$ cat config.mk
export PLATFORM = sky130hd
export DESIGN_NAME = nec_ir_pulse_decoder_top
export DESIGN_NICKNAME = d
export VERILOG_FILES = /design/src/nip_pkg.sv /design/src/nec_ir_pulse_decoder_top.sv /design/src/nip_cfg_regs.sv /design/src/nip_classify.sv /design/src/nip_core.sv
export SDC_FILE = /design/constraint.sdc
export NUM_CORES = 1
export LEC_CHECK = 0
export ABC_AREA = 1
export BUFFER_PORTS_ARGS = -buffer_cell sky130_fd_sc_hd__buf_2
export CORE_ASPECT_RATIO = 1.4
export CORE_MARGIN = 2
export CORE_UTILIZATION = 65
export CTS_BUF_LIST = sky130_fd_sc_hd__clkbuf_2
export CTS_CLUSTER_DIAMETER = 50
export DETAILED_ROUTE_END_ITERATION = 7
export GPL_ROUTABILITY_DRIVEN = 0
export MAX_ROUTING_LAYER = met4
export PLACE_DENSITY = 0.9
export SLEW_MARGIN = 20
export SYNTH_ARGS = -nofsm -noshare
export SYNTH_HDL_FRONTEND = slang
export SYNTH_SLANG_ARGS = --single-unit
$ cat constraint.sdc
create_clock -name clk_i -period 3.7 [get_ports clk_i]
set_input_delay 0.185 -clock clk_i [delete_from_list [all_inputs] [get_ports clk_i]]
set_output_delay 0.185 -clock clk_i [all_outputs]
set_load 0.02 [all_outputs]
$ cat src/nip_pkg.sv
// Package: shared types, register indexes and reset values of the NEC IR pulse decoder.
`default_nettype none
package nip_pkg;

  localparam int unsigned NumRegs      = 8;
  localparam int unsigned RegIdxW      = 3;
  localparam int unsigned RegW         = 16;
  localparam int unsigned PulseW       = 16;
  localparam int unsigned IdleW        = 4;
  localparam int unsigned FrameW       = 32;
  localparam int unsigned ByteW        = 8;
  localparam int unsigned TimeoutTicks = 14;

  typedef enum logic [1:0] {
    KIND_RISE = 2'd0,
    KIND_FALL = 2'd1,
    KIND_TICK = 2'd2,
    KIND_SCAN = 2'd3
  } kind_e;

  typedef enum logic [RegIdxW-1:0] {
    REG_ZERO_MIN   = 3'd0,
    REG_ZERO_MAX   = 3'd1,
    REG_ONE_MIN    = 3'd2,
    REG_ONE_MAX    = 3'd3,
    REG_REPEAT_MIN = 3'd4,
    REG_REPEAT_MAX = 3'd5,
    REG_LEADER_MIN = 3'd6,
    REG_LEADER_MAX = 3'd7
  } reg_idx_e;

  typedef logic [NumRegs-1:0][RegW-1:0] reg_file_t;

  localparam reg_file_t RegResetVals = {
    16'd4700, 16'd4200, 16'd2600, 16'd2200,
    16'd1800, 16'd1400, 16'd800,  16'd300
  };

  typedef struct packed {
    logic is_zero;
    logic is_one;
    logic is_repeat;
    logic is_leader;
  } pulse_class_t;

endpackage
`default_nettype wire

$ cat src/nec_ir_pulse_decoder_top.sv
// Top level of the NEC IR pulse decoder: input register, classifier, core, config registers.
//
// Usage: each input beat is one event (kind_i: rise, fall with pulse_width_i, timer
// tick, or scan). Only a scan beat produces a result beat carrying key_code_o,
// repeat_count_o and leader_active_o; other kinds update state silently.
// Input and output use valid/ready. An accepted beat lands in an input register;
// from there the core classifies the pulse, updates state and, for a scan,
// loads the result register, where the result is held until it is taken.
// Throughput: one beat per cycle, except while a scan stalls behind a pending result.
// When the receiver stalls, one result waits in the output register; non-scan
// beats keep flowing, and a second scan then waits in the input register, holding
// in_ready_o low, until the pending result is taken.
// Reset clears decoder state and loads the default window bounds; result data is not reset.
// Config writes (cfg_we_i) take effect from the next cycle and belong in idle periods.
`default_nettype none
module nec_ir_pulse_decoder_top #(
  parameter int unsigned TIMEOUT_TICKS = nip_pkg::TimeoutTicks
) (
  input  wire logic                         clk_i,
  input  wire logic                         rst_ni,
  input  wire logic                         cfg_we_i,
  input  wire logic [nip_pkg::RegIdxW-1:0]  cfg_idx_i,
  input  wire logic [nip_pkg::RegW-1:0]     cfg_data_i,
  input  wire logic                         in_valid_i,
  output logic                              in_ready_o,
  input  wire logic [1:0]                   kind_i,
  input  wire logic [nip_pkg::PulseW-1:0]   pulse_width_i,
  output logic                              out_valid_o,
  input  wire logic                         out_ready_i,
  output logic [nip_pkg::ByteW-1:0]         key_code_o,
  output logic [nip_pkg::ByteW-1:0]         repeat_count_o,
  output logic                              leader_active_o
);

  logic                          s1_valid_q, s1_valid_d;
  logic [1:0]                    s1_kind_q;
  logic [nip_pkg::PulseW-1:0]    s1_width_q;
  logic                          item_taken;
  logic                          in_fire;
  nip_pkg::reg_file_t            regs;
  nip_pkg::pulse_class_t         pclass;

  assign in_ready_o = !s1_valid_q || item_taken;
  assign in_fire    = in_valid_i && in_ready_o;

  always_comb begin
    if (in_fire) begin
      s1_valid_d = 1'b1;
    end else if (item_taken) begin
      s1_valid_d = 1'b0;
    end else begin
      s1_valid_d = s1_valid_q;
    end
  end

  always_ff @(posedge clk_i or negedge rst_ni) begin
    if (!rst_ni) begin
      s1_valid_q <= 1'b0;
    end else begin
      s1_valid_q <= s1_valid_d;
    end
  end

  always_ff @(posedge clk_i) begin
    if (in_fire) begin
      s1_kind_q  <= kind_i;
      s1_width_q <= pulse_width_i;
    end
  end

  nip_cfg_regs u_cfg (
    .clk_i      (clk_i),
    .rst_ni     (rst_ni),
    .cfg_we_i   (cfg_we_i),
    .cfg_idx_i  (cfg_idx_i),
    .cfg_data_i (cfg_data_i),
    .regs_o     (regs)
  );

  nip_classify u_classify (
    .pulse_width_i (s1_width_q),
    .regs_i        (regs),
    .class_o       (pclass)
  );

  nip_core #(
    .TIMEOUT_TICKS (TIMEOUT_TICKS)
  ) u_core (
    .clk_i           (clk_i),
    .rst_ni          (rst_ni),
    .item_valid_i    (s1_valid_q),
    .kind_i          (nip_pkg::kind_e'(s1_kind_q)),
    .class_i         (pclass),
    .item_taken_o    (item_taken),
    .out_valid_o     (out_valid_o),
    .out_ready_i     (out_ready_i),
    .key_code_o      (key_code_o),
    .repeat_count_o  (repeat_count_o),
    .leader_active_o (leader_active_o)
  );

endmodule
`default_nettype wire

$ cat src/nip_cfg_regs.sv
// Window bound registers written through the configuration port.
`default_nettype none
module nip_cfg_regs (
  input  wire logic                        clk_i,
  input  wire logic                        rst_ni,
  input  wire logic                        cfg_we_i,
  input  wire logic [nip_pkg::RegIdxW-1:0] cfg_idx_i,
  input  wire logic [nip_pkg::RegW-1:0]    cfg_data_i,
  output nip_pkg::reg_file_t               regs_o
);

  nip_pkg::reg_file_t regs_q;

  always_ff @(posedge clk_i or negedge rst_ni) begin
    if (!rst_ni) begin
      regs_q <= nip_pkg::RegResetVals;
    end else if (cfg_we_i) begin
      regs_q[cfg_idx_i] <= cfg_data_i;
    end
  end

  assign regs_o = regs_q;

endmodule
`default_nettype wire

$ cat src/nip_classify.sv
// Sorts a pulse width into the leader, data zero, data one and repeat windows.
`default_nettype none
module nip_classify (
  input  wire logic [nip_pkg::PulseW-1:0] pulse_width_i,
  input  nip_pkg::reg_file_t              regs_i,
  output nip_pkg::pulse_class_t           class_o
);

  function automatic logic in_win(input logic [nip_pkg::PulseW-1:0] w,
                                  input logic [nip_pkg::RegW-1:0]   lo,
                                  input logic [nip_pkg::RegW-1:0]   hi);
    in_win = (w > lo) && (w < hi);
  endfunction

  always_comb begin
    class_o.is_zero   = in_win(pulse_width_i, regs_i[nip_pkg::REG_ZERO_MIN],
                               regs_i[nip_pkg::REG_ZERO_MAX]);
    class_o.is_one    = in_win(pulse_width_i, regs_i[nip_pkg::REG_ONE_MIN],
                               regs_i[nip_pkg::REG_ONE_MAX]);
    class_o.is_repeat = in_win(pulse_width_i, regs_i[nip_pkg::REG_REPEAT_MIN],
                               regs_i[nip_pkg::REG_REPEAT_MAX]);
    class_o.is_leader = in_win(pulse_width_i, regs_i[nip_pkg::REG_LEADER_MIN],
                               regs_i[nip_pkg::REG_LEADER_MAX]);
  end

endmodule
`default_nettype wire

$ cat src/nip_core.sv
// Decoder state, frame check on scan and the result register.
`default_nettype none
module nip_core #(
  parameter int unsigned TIMEOUT_TICKS = nip_pkg::TimeoutTicks
) (
  input  wire logic                       clk_i,
  input  wire logic                       rst_ni,
  input  wire logic                       item_valid_i,
  input  nip_pkg::kind_e                  kind_i,
  input  nip_pkg::pulse_class_t           class_i,
  output logic                            item_taken_o,
  output logic                            out_valid_o,
  input  wire logic                       out_ready_i,
  output logic [nip_pkg::ByteW-1:0]       key_code_o,
  output logic [nip_pkg::ByteW-1:0]       repeat_count_o,
  output logic                            leader_active_o
);

  localparam logic [nip_pkg::IdleW-1:0] IdleLimit = nip_pkg::IdleW'(TIMEOUT_TICKS);

  logic                          leader_q, leader_d;
  logic                          ready_q, ready_d;
  logic                          rise_q, rise_d;
  logic [nip_pkg::IdleW-1:0]     idle_q, idle_d;
  logic [nip_pkg::FrameW-1:0]    frame_q, frame_d;
  logic [nip_pkg::ByteW-1:0]     repeats_q, repeats_d;
  logic                          out_valid_q, out_valid_d;
  logic [nip_pkg::ByteW-1:0]     key_q, key_d;
  logic [nip_pkg::ByteW-1:0]     rep_out_q;
  logic                          lead_out_q;
  logic                          is_scan;
  logic                          stall;
  logic [nip_pkg::ByteW-1:0]     addr_b, addr_n, cmd_b, cmd_n;

  assign is_scan      = item_valid_i && (kind_i == nip_pkg::KIND_SCAN);
  assign stall        = is_scan && out_valid_q && !out_ready_i;
  assign item_taken_o = item_valid_i && !stall;

  assign addr_b = frame_q[31:24];
  assign addr_n = frame_q[23:16];
  assign cmd_b  = frame_q[15:8];
  assign cmd_n  = frame_q[7:0];

  always_comb begin
    leader_d  = leader_q;
    ready_d   = ready_q;
    rise_d    = rise_q;
    idle_d    = idle_q;
    frame_d   = frame_q;
    repeats_d = repeats_q;
    key_d     = '0;
    if (item_taken_o) begin
      unique case (kind_i)
        nip_pkg::KIND_RISE: begin
          rise_d = 1'b1;
        end
        nip_pkg::KIND_FALL: begin
          rise_d = 1'b0;
          if (rise_q) begin
            if (leader_q) begin
              priority if (class_i.is_zero) begin
                frame_d = {frame_q[nip_pkg::FrameW-2:0], 1'b0};
              end else if (class_i.is_one) begin
                frame_d = {frame_q[nip_pkg::FrameW-2:0], 1'b1};
              end else if (class_i.is_repeat) begin
                repeats_d = repeats_q + 8'd1;
                idle_d    = '0;
              end else begin
              end
            end else if (class_i.is_leader) begin
              leader_d  = 1'b1;
              repeats_d = '0;
            end
          end
        end
        nip_pkg::KIND_TICK: begin
          if (leader_q) begin
            rise_d = 1'b0;
            if (idle_q == '0) begin
              ready_d = 1'b1;
            end
            if (idle_q < IdleLimit) begin
              idle_d = idle_q + 4'd1;
            end else begin
              leader_d = 1'b0;
              idle_d   = '0;
            end
          end
        end
        nip_pkg::KIND_SCAN: begin
          if (ready_q) begin
            if ((addr_b == ~addr_n) && (cmd_b == ~cmd_n)) begin
              key_d = cmd_b;
            end
            if ((key_d == '0) || !leader_q) begin
              ready_d   = 1'b0;
              repeats_d = '0;
            end
          end
        end
        default: begin
        end
      endcase
    end
  end

  always_comb begin
    if (is_scan && item_taken_o) begin
      out_valid_d = 1'b1;
    end else if (out_ready_i) begin
      out_valid_d = 1'b0;
    end else begin
      out_valid_d = out_valid_q;
    end
  end

  always_ff @(posedge clk_i or negedge rst_ni) begin
    if (!rst_ni) begin
      leader_q    <= 1'b0;
      ready_q     <= 1'b0;
      rise_q      <= 1'b0;
      idle_q      <= '0;
      frame_q     <= '0;
      repeats_q   <= '0;
      out_valid_q <= 1'b0;
    end else begin
      leader_q    <= leader_d;
      ready_q     <= ready_d;
      rise_q      <= rise_d;
      idle_q      <= idle_d;
      frame_q     <= frame_d;
      repeats_q   <= repeats_d;
      out_valid_q <= out_valid_d;
    end
  end

  always_ff @(posedge clk_i) begin
    if (is_scan && item_taken_o) begin
      key_q      <= key_d;
      rep_out_q  <= repeats_d;
      lead_out_q <= leader_d;
    end
  end

  assign out_valid_o     = out_valid_q;
  assign key_code_o      = key_q;
  assign repeat_count_o  = rep_out_q;
  assign leader_active_o = lead_out_q;

endmodule
`default_nettype wire
==> After elaboration in Yosys (flattened, before gate mapping) <==
Cells that the tools add are included.
{ "totals": {"word_cells": 125, "output_inout_bits": 19, "register_bits": 212, "inputBits": 42} }
{ "classes": {"bitwise": 2, "n_addsub": 2, "magnitude_cmp": 11, "reduce_logical": 32, "n_eq_ne": 12, "muxes": 45} }
{ "op_table": {"columns": ["op", "count"], "rows": [
  ["128-bit bitwise mux", 1],
  ["8-bit 2-to-1 mux", 13],
  ["16-bit > comparator", 4],
  ["16-bit less-than comparator", 4],
  ["32-bit 2-to-1 mux", 2],
  ["16-bit demux with 3-bit select", 1],
  ["4-bit 2-to-1 mux", 7],
  ["8-bit == test", 2],
  ["16-bit 2-to-1 mux", 1],
  ["8-bit NOT", 2],
  ["8-bit one-hot mux with 2 select lines", 1],
  ["1-bit 2-to-1 mux", 15],
  ["1-bit logical AND", 12],
  ["2-bit nonzero test", 5],
  ["8-bit by 1-bit adder with 8-bit output (second input constant)", 1],
  ["8-bit logical NOT", 1],
  ["2-bit by 1-bit inequality test with 1-bit output (second input constant)", 4],
  ["4-bit one-hot mux with 2 select lines", 1],
  ["8-bit AND reduction", 1],
  ["2-bit inequality test (second input constant)", 3],
  ["3-bit AND reduction", 2],
  ["5-bit AND reduction", 1],
  ["4-bit by 1-bit adder with 4-bit output (second input constant)", 1],
  ["2-bit == test (second input constant)", 2],
  ["12 further kinds", 17]
]} }

==> Logic depth before layout (Yosys ltp) <==
Gate-level depths: netlist of run 1.
{ "depth": {"word_depth": 13, "depth_mapped": 21} }

==> Hierarchy <==
A second synthesis of run 1 with hierarchy kept.
{ "unflattened": {"hier_cells": 1549, "area_unflattened_um2": 12323.1} }
{ "modules_own_cells": {"columns": ["module", "seq_area_each_um2", "n_inst", "area_each_um2", "cells_per_inst"], "rows": [
  ["nip_cfg_regs", 3246.9, 1, 5076.1, 579],
  ["nip_classify", 0.0, 1, 3340.7, 541],
  ["nip_core", 1711.6, 1, 3320.7, 405],
  ["nec_ir_pulse_decoder_top", 565.5, 1, 585.6, 24]
]} }

==> Worst setup path before layout of run 1 <==
Ideal clock, no wire load.
{ "synth_timing": {"kind": "register to register", "start": "register s1_kind_q[0]", "end": "register u_core.key_q, in the netlist u_core.key_code_o[0], data pin", "slack_ns": 1.379, "required_time_ns": 3.523, "path_stages_with_launch": 6, "period_less_slack_ns": 2.321, "setup_time_ns": 0.177, "t_arrival_ns": 2.143, "n_path_buf": 0, "cell_sequence": "edfxtp_1 > ha_1 > nand2_1 > nor2_1 > nand2_1 > nor4_1"} }
{ "synth_between": {"elab_chain_cells": 7} }
{ "synth_rtl": {"columns": ["item", "line_no", "text"], "rows": [
  ["start, declared", "nec_ir_pulse_decoder_top.sv:36", "logic [1:0] s1_kind_q;"],
  ["start signal, assigned", "nec_ir_pulse_decoder_top.sv:66", "s1_kind_q <= kind_i;"],
  ["2-bit == test (*)", "nip_core.sv:35, nip_core.sv:53", null],
  ["1-bit logical AND", "nip_core.sv:35", "assign is_scan = item_valid_i && (kind_i == nip_pkg::KIND_SCAN);"],
  ["1-bit logical AND (2 in a row)", "nip_core.sv:36", "assign stall = is_scan && out_valid_q && !out_ready_i;"],
  ["1-bit logical NOT", "nip_core.sv:37", "assign item_taken_o = item_valid_i && !stall;"],
  ["1-bit logical AND", "nip_core.sv:37", null],
  ["3-bit AND reduction (no source line) (*)", null, null],
  ["end signal, assigned", "nip_core.sv:139", "key_q <= key_d;"],
  ["end, declared", "nip_core.sv:28", "logic [nip_pkg::ByteW-1:0] key_q, key_d;"]
]} }
Mark *: on every way between the ends. The rest lies on a longest branch, timed or not.
A chain may end at the register's enable or synchronous reset.

==> Worst setup path after layout of run 1 <==
{ "layout_timing": {"start": "register s1_width_q[11] in the netlist's numbering", "end": "register u_core.rep_out_q, in the netlist u_core.repeat_count_o[1], data pin"} }
{ "layout_between": {"elab_chain_cells": 9, "word_cells_on_any_way": 20, "cone_classes": "order compare: 8; mux: 8; reduce/logical: 4"} }
{ "layout_rtl": {"columns": ["item", "line_no", "text"], "rows": [
  ["start, declared", "nec_ir_pulse_decoder_top.sv:37", "logic [nip_pkg::PulseW-1:0] s1_width_q;"],
  ["start signal, assigned", "nec_ir_pulse_decoder_top.sv:67", "s1_width_q <= pulse_width_i;"],
  ["16-bit > comparator / 16-bit less-than comparator (equally long branches)", "nip_classify.sv:12", "in_win = (w > lo) && (w < hi);"],
  ["1-bit logical AND", "nip_classify.sv:12", null],
  ["8-bit 2-to-1 mux", "nip_core.sv:65", "end else if (class_i.is_repeat) begin"],
  ["8-bit 2-to-1 mux", "nip_core.sv:63", "end else if (class_i.is_one) begin"],
  ["8-bit 2-to-1 mux", "nip_core.sv:61", "priority if (class_i.is_zero) begin"],
  ["8-bit 2-to-1 mux (*)", "nip_core.sv:60", "if (leader_q) begin"],
  ["8-bit 2-to-1 mux (*)", "nip_core.sv:59", "if (rise_q) begin"],
  ["8-bit one-hot mux with 2 select lines (*)", "nip_core.sv:53", "unique case (kind_i)"],
  ["8-bit 2-to-1 mux (*)", "nip_core.sv:52", "if (item_taken_o) begin"],
  ["net u_core.repeats_d (one bit)", "nip_core.sv:26", "logic [nip_pkg::ByteW-1:0] repeats_q, repeats_d;"],
  ["end signal, assigned", "nip_core.sv:140", "rep_out_q <= repeats_d;"],
  ["end, declared", "nip_core.sv:29", "logic [nip_pkg::ByteW-1:0] rep_out_q;"]
]} }
Mark *: on every way through the listed nets, which the timed path passes. The rest lies on a longest branch.

==> results of run 1 <==
logic make-up after synthesis:
logic type,after synthesis,synth area share (%)
xor+xnor,10,0.756
compound gates,249,11.3
fa+ha+maj,130,14.0
simple gates,500,18.1
buf+inv,246,8.09
flops,212,47.7
routing by layer:
layer | routed length, µm | share of wire, % | vias up
met3 | 1590 | 5.6 | 156
li1 | - | - | 4660
met2 | 14300 | 51 | 398
met5 | 0 | 0 | -
met4 | 2110 | 7.5 | 0
met1 | 10200 | 36 | 4611
critical path: stages, from the launching register on:
cell and delay (ps):
edfxtp_1 580, ha_1 370, nand2_1 70, inv_1 70, nand3_1 70, nor2_1 60
nand3_1 110, o21ai_0 110, nor2_1 210, nand3_1 150, nor2_1 250, inv_1 150
nand2_1 90, nand2_1 50, nand2_1 60, nand2_1 40, nand2_1 50, nand2_1 60
worst paths after layout:
check	from	to	slack, ps
setup reg to reg	s1_width_q[11]	u_core.repeat_count_o[1]	850
hold / removal	pulse_width_i[9]	s1_width_q[9]	30
min in group asynchronous	rst_ni	u_cfg.regs_o[65]	430
max in group asynchronous	rst_ni	u_cfg.regs_o[127]	2510
setup / recovery	s1_width_q[11]	u_core.repeat_count_o[1]	850
hold reg to reg	u_cfg.regs_o[110]	u_cfg.regs_o[110]	490
state kept, by name (all words and copies together) (netlist names):
name	count
u_core.frame_q	32
s1_width_q	16
u_cfg.regs_o	128
u_core.repeats_q	8
u_core.out_valid_o	1
s1_kind_q	2
u_core.leader_active_o	1
u_core.idle_q	4
s1_valid_q	1
u_core.repeat_count_o	8
u_core.key_code_o	8
u_core.ready_q	1
u_core.rise_q	1
u_core.leader_q	1
placed cells by master, fill, tap and decap left out, types with 20 or more instances in the layout:
cell type        n
edfxtp_1        35
nand2_1        365
nand3_1         24
nor2_1          51
o21ai_1         21
dfstp_2         35
dlygate4sd3_1   43
inv_1          209
dfrtp_1        142
clkbuf_2        68
buf_2           59
a21oi_1         59
o21ai_0        147
clkinv_1        20
ha_1           130
cell type report:
cell class | instances | area share (%)
Sequential cell | 212 | 42.2
Multi-Input combinational cell | 889 | 39.3
Inverter | 217 | 6.24
Timing Repair Buffer | 110 | 6.23
Clock buffer | 68 | 2.60
Tap cell | 236 | 2.26
Clock inverter | 23 | 1.07
Antenna cell | 2 | 0.0383
where the power goes:
part	switching (mW)	internal [mW]
sequential	0.224	2.77
combinational	0.968	0.593
clock	0.947	0.643
==> results_dict.tcl, run 1 <==
set metrics [dict create \
    crit_path_max_fanout 8 \
    viasPerCell 5.59 \
    portBuffers 60 \
    tightest_slew_ps 1120 \
    placed_cells 1620 \
    ios 61 \
    drc 0 \
    drt_iter0_markers 834 \
    hold-path-cell-count 2 \
    p_per_area_mw_per_mm2 470 \
    fill_cells 1170 \
    gr-usage-met1_pct 34.1 \
    synthTopCellsByArea "dfrtp_1 31%, ha_1 14%, nand2_1 12%, edfxtp_1 9.1%, dfstp_2 7.9%" \
    synth.avg_cell_area_um2 8.60 \
    post-place-ws_ps 989 \
    use_met2_pct 55.0 \
    cts_resized 0 \
    rows 57 \
    r2r_cells 17 \
    drtPass1Iterations 6 \
    arrival_ps 3430 \
    multi_input_area_mm2 0.00515 \
    grt_usage_pct 32.4 \
    grt.met3_usage_pct 5.93 \
    cts.sink_count 212 \
    yosysSeqAreaShare_pct 47.7 \
    synth-async-reset-ratio_pct 83.5 \
    fin_crit_sh_pct 77.0 \
    finalPower_mw 6.14 \
    grt-ovfl-total 0 \
    synth_edf_count 35 \
    synth_top_flop_cell "dfrtp_1" \
    synthToLayoutAreaGrowth_pct 12.9 \
    grt_pass1_wl_um 46900 \
    synth_nets 1519 \
    cts_tree "yes" \
    yosysUniqueCellTypes 41 \
    worstSetupPathType "reg2reg" \
    clockRootBuffer "clkbuf_2" \
    die_x_um 117 \
    cts_buffers 49 \
    syn_inst 1347 \
    maxCapViolCount 0 \
    htree_num_levels 2 \
    synth.top_cell.area_share_pct 30.7 \
    fin_worst_skew_ps 114 \
    rsz0062_at_grt "false" \
    cp-start-kind "register" \
    holdWs_ps 34.5 \
    ctsHoldBuffers 44 \
    drive_gt1_share_pct 13.6 \
    fin_crit_ps 2850 \
    cts_setup_buffers 0 \
    leakagePower_nw 6.54 \
    coreArea_mm2 0.0174 \
    placed_area_mm2 0.0121 \
    busiest_layer "met2" \
    synth_top_cell_by_area "dfrtp_1" \
    end_kind "register" \
    clk_latency_ps 850 \
    dr_total_vias 9825 \
    grt_pass1_vias 10100 \
    yosys_register_bits 212 \
    stdcell_area_mm2 0.0131 \
    worstPathRequired_ps 4280 \
    dpl.hpwl_um 18900 \
    status "complete, no violations" \
    stdcell_count 1757 \
    drt_wl_total_um 28200 \
    antenna_found_initial 2 \
    synth_most_common_cell "nand2_1" \
    synth_commonest_cells "369 x nand2_1, 209 x inv_1, 147 x o21ai_0" \
    start_util_pct 66.6 \
    ys_warn_count 0 \
    max_slew_margin_pct 25.0 \
    ff_latch_area_mm2 0.00552 \
    clk_pin_slew_ps 150 \
    final_nets 1651 \
    post-route-util_pct 75.2 \
    slew_violations 0 \
    fmax_mhz 351 \
    peakVddDrop_mv 0.374 \
    grt_max_degree 74 \
    ant_nets 0 \
    hold_path.class "in2reg" \
    dieArea_mm2 0.0189 \
    final.setup.tns_ps 0 \
    syn_area_mm2 0.0116 \
    cts_max_path_buffers 3 \
    setup_violations 0 \
    hold_viol_final 0 \
    final.setup.worst_slack_ps 849 \
    post_drt_wl_per_cell_um 16.1 \
    die_y_um 162 \
]
Note: power is estimated with default switching activity, not from simulation.
==> run 2: changes to the inputs <==
CORE_UTILIZATION = 58   (was 65)
PLACE_DENSITY = 0.85   (was 0.9)
clock period = 2.45 ns   (was 3.7 ns; I/O delays follow)
==> run 2 against run 1 <==
Against the previous run:
- the run now ends with DRC, hold timing, setup timing left
- register-to-register slack lost 1600 ps
- cell area grew 17%
- largest cell class is now multi-input gates
- largest power group unchanged
- critical endpoint unchanged
- combinational power increased by 140%
- clock skew rose by 34 ps
- sequential cell count stayed put
- critical path type unchanged
- first-iteration DRC count rose to 3.1 times the previous value
- setup slack got worse by 1600 ps
==> results_dict.tcl, run 2 (synthesis gave the netlist of run 1 again) <==
set metrics [dict create \
    status "finished, violations left" \
    failed_checks "DRC, hold timing, setup timing" \
    post_drt_wl_per_cell_um 23.6 \
    worstPathRequired_ps 3120 \
    final_nets 1771 \
    r2r_end "u_core.repeat_count_o[1]" \
    ios 61 \
    power_frac_clock_pct 24.5 \
    placed_area_mm2 0.0124 \
    cts.sink_count 212 \
    tightest_slew_ps 789 \
    final_common_cell "nand2_1" \
    coreArea_mm2 0.0198 \
    path_buf_inv 2 \
    hold-path-cell-count 2 \
    cts_max_path_buffers 3 \
    crit_top_cell "nand2_1" \
    rsz0062_at_grt "true" \
    rrSetupSlack_ps -760 \
    hold_path.class "in2reg" \
    viasPerCell 6.51 \
    crit_path_max_fanout 8 \
    intPower_mw 6.68 \
    cts_buffers 49 \
    rows 61 \
    fin_worst_skew_ps 148 \
    fmax_mhz 311 \
    p_sw_share_pct 39.6 \
    ant_nets 0 \
    largest_reg_flops 128 \
    seqPwrFrac_pct 41.5 \
    stdcell_area_mm2 0.0153 \
    post-route-util_pct 77.4 \
    clk_pin_slew_ps 160 \
    cpPeakStageDelay_ps 400 \
    grt_usage_pct 35.5 \
    peakVddDrop_mv 0.559 \
    antenna_found_initial 2 \
    arrival_ps 3890 \
    slew_violations 0 \
    die_y_um 171 \
    maxCapViolCount 0 \
    dpl.hpwl_um 20100 \
    grt_pass1_wl_um 55800 \
    die_x_um 123 \
    crit_family "simple AND/OR/NAND/NOR gates" \
    dieArea_mm2 0.0211 \
    cp_slowest_cell "edfxtp_1" \
    portBuffers 60 \
    stdcell_count 1895 \
    htree_num_levels 2 \
    max_slew_margin_pct 46.9 \
    dr_total_vias 12300 \
    drt_wl_total_um 44700 \
    drt_iter0_markers 2565 \
    clockRootBuffer "clkbuf_2" \
    switchingPower_mw 4.37 \
    r2r_cells 17 \
    p_comb_share_pct 34.1 \
    hold_viol_final 6 \
    fin_crit_sh_pct 131 \
    worstSetupPathType "reg2reg" \
    worstPathCellList "buf_4, ha_1, nand2_1, nor2_1, nor3_2, nand2_1, nand2_1, nand2_2, nor2_4, buf_6, nand3_2, nand2_1, nand2_1, nand2_1, nand2_1, nand2_1, nand2_1" \
    end_kind "register" \
    holdWs_ps -60.3 \
    setup_violations 54 \
    cts_tree "yes" \
    fill_cells 1025 \
    grt-ovfl-total 0 \
    start_util_pct 58.6 \
    grt_max_degree 61 \
    leakagePower_nw 7.32 \
    post-place-ws_ps -171 \
    hold_end "s1_width_q[4]" \
    drc 46 \
    drive_gt1_share_pct 27.0 \
    drtPass1Iterations 8 \
    final_cell_mix "307 x nand2_1, 207 x inv_1, 142 x dfrtp_1" \
    placed_cells 1672 \
    fin_crit_ps 3210 \
    grt_pass1_vias 11200 \
    synthToLayoutAreaGrowth_pct 32.0 \
    p_per_area_mw_per_mm2 722 \
    rr_startpoint "s1_width_q[7]" \
    final.setup.worst_slack_ps -765 \
    clk_latency_ps 990 \
    cp-start-kind "register" \
    hp-start "pulse_width_i[4]" \
]
-- run 2: what timing repair did --
| action | in CTS | in global routing |
|---|---|---|
| endpoints found under the setup margin | 37 | 54 |
| cloned | 0 | 5 |
| hold endpoints to repair | 354 | 0 |
| gates resized for setup | 55 | 197 |
| setup buffers | 14 | 19 |
| hold buffers | 90 | 0 |
| pin swaps | 28 | 75 |
-- run 2: power groups by stage --
stage	sequential, mW	combinational, mW	clock (mW)
final	4.58	3.76	2.70
after global routing	4.60	4.08	2.84
after CTS	4.48	2.74	2.55
after detailed placement	4.55	2.34	0
after global placement	4.53	2.22	0
after floorplan	4.48	1.59	0
-- run 2: per-layer routing --
layer	wire length [µm]	track usage, %
met1	13200	36.1
met4	5450	25.7
met3	5660	9.62
met5	0	-
met2	20400	58.1
-- run 2: layout make-up --
type	instances	area (µm²)	area share, %
diodes	3	7.51	0.0491
clock buffers	64	320	2.09
clock inverters	28	195	1.28
inverters	217	833	5.45
multi-input cells	889	6050	39.5
flip-flops and latches	212	5520	36.1
well taps	252	315	2.06
repair buffers	228	2020	13.2
repair inverters	2	32.5	0.213
-- run 2: worst register-to-register path, stage by stage (launching register included) --
cell and delay (ps):
edfxtp_1 400, buf_4 200, ha_1 350, nand2_1 310, nor2_1 160, nor3_2 190, nand2_1 230, nand2_1 140
nand2_2 100, nor2_4 170, buf_6 140, nand3_2 60, nand2_1 110, nand2_1 80, nand2_1 140, nand2_1 60
nand2_1 60, nand2_1 60
-- run 2: worst max-delay path by stage --
stage,start,slack [ps],end,cells past startpoint
floorplan,s1_kind_q[0],130,u_core.key_code_o[0],5
global placement,s1_width_q[14],-110,u_core.repeat_count_o[5],12
detailed placement,s1_width_q[15],-170,u_core.repeat_count_o[5],12
CTS,s1_width_q[11],-70,u_core.idle_q[3],15
global route,s1_width_q[7],-800,u_core.repeat_count_o[6],16
finish,s1_width_q[7],-760,u_core.repeat_count_o[1],17
-- run 2: per-stage QoR --
step | hold slack (ps) | setup TNS [ps] | power, mW
3_3_place_gp | 121 | -448 | 6.74
5_1_grt | -81.7 | -25650 | 11.5
2_1_floorplan | -173 | 0 | 6.07
4_1_cts | 11.5 | -907 | 9.77
3_5_place_dp | 122 | -1810 | 6.89
6_report | -60.3 | -24220 | 11.0
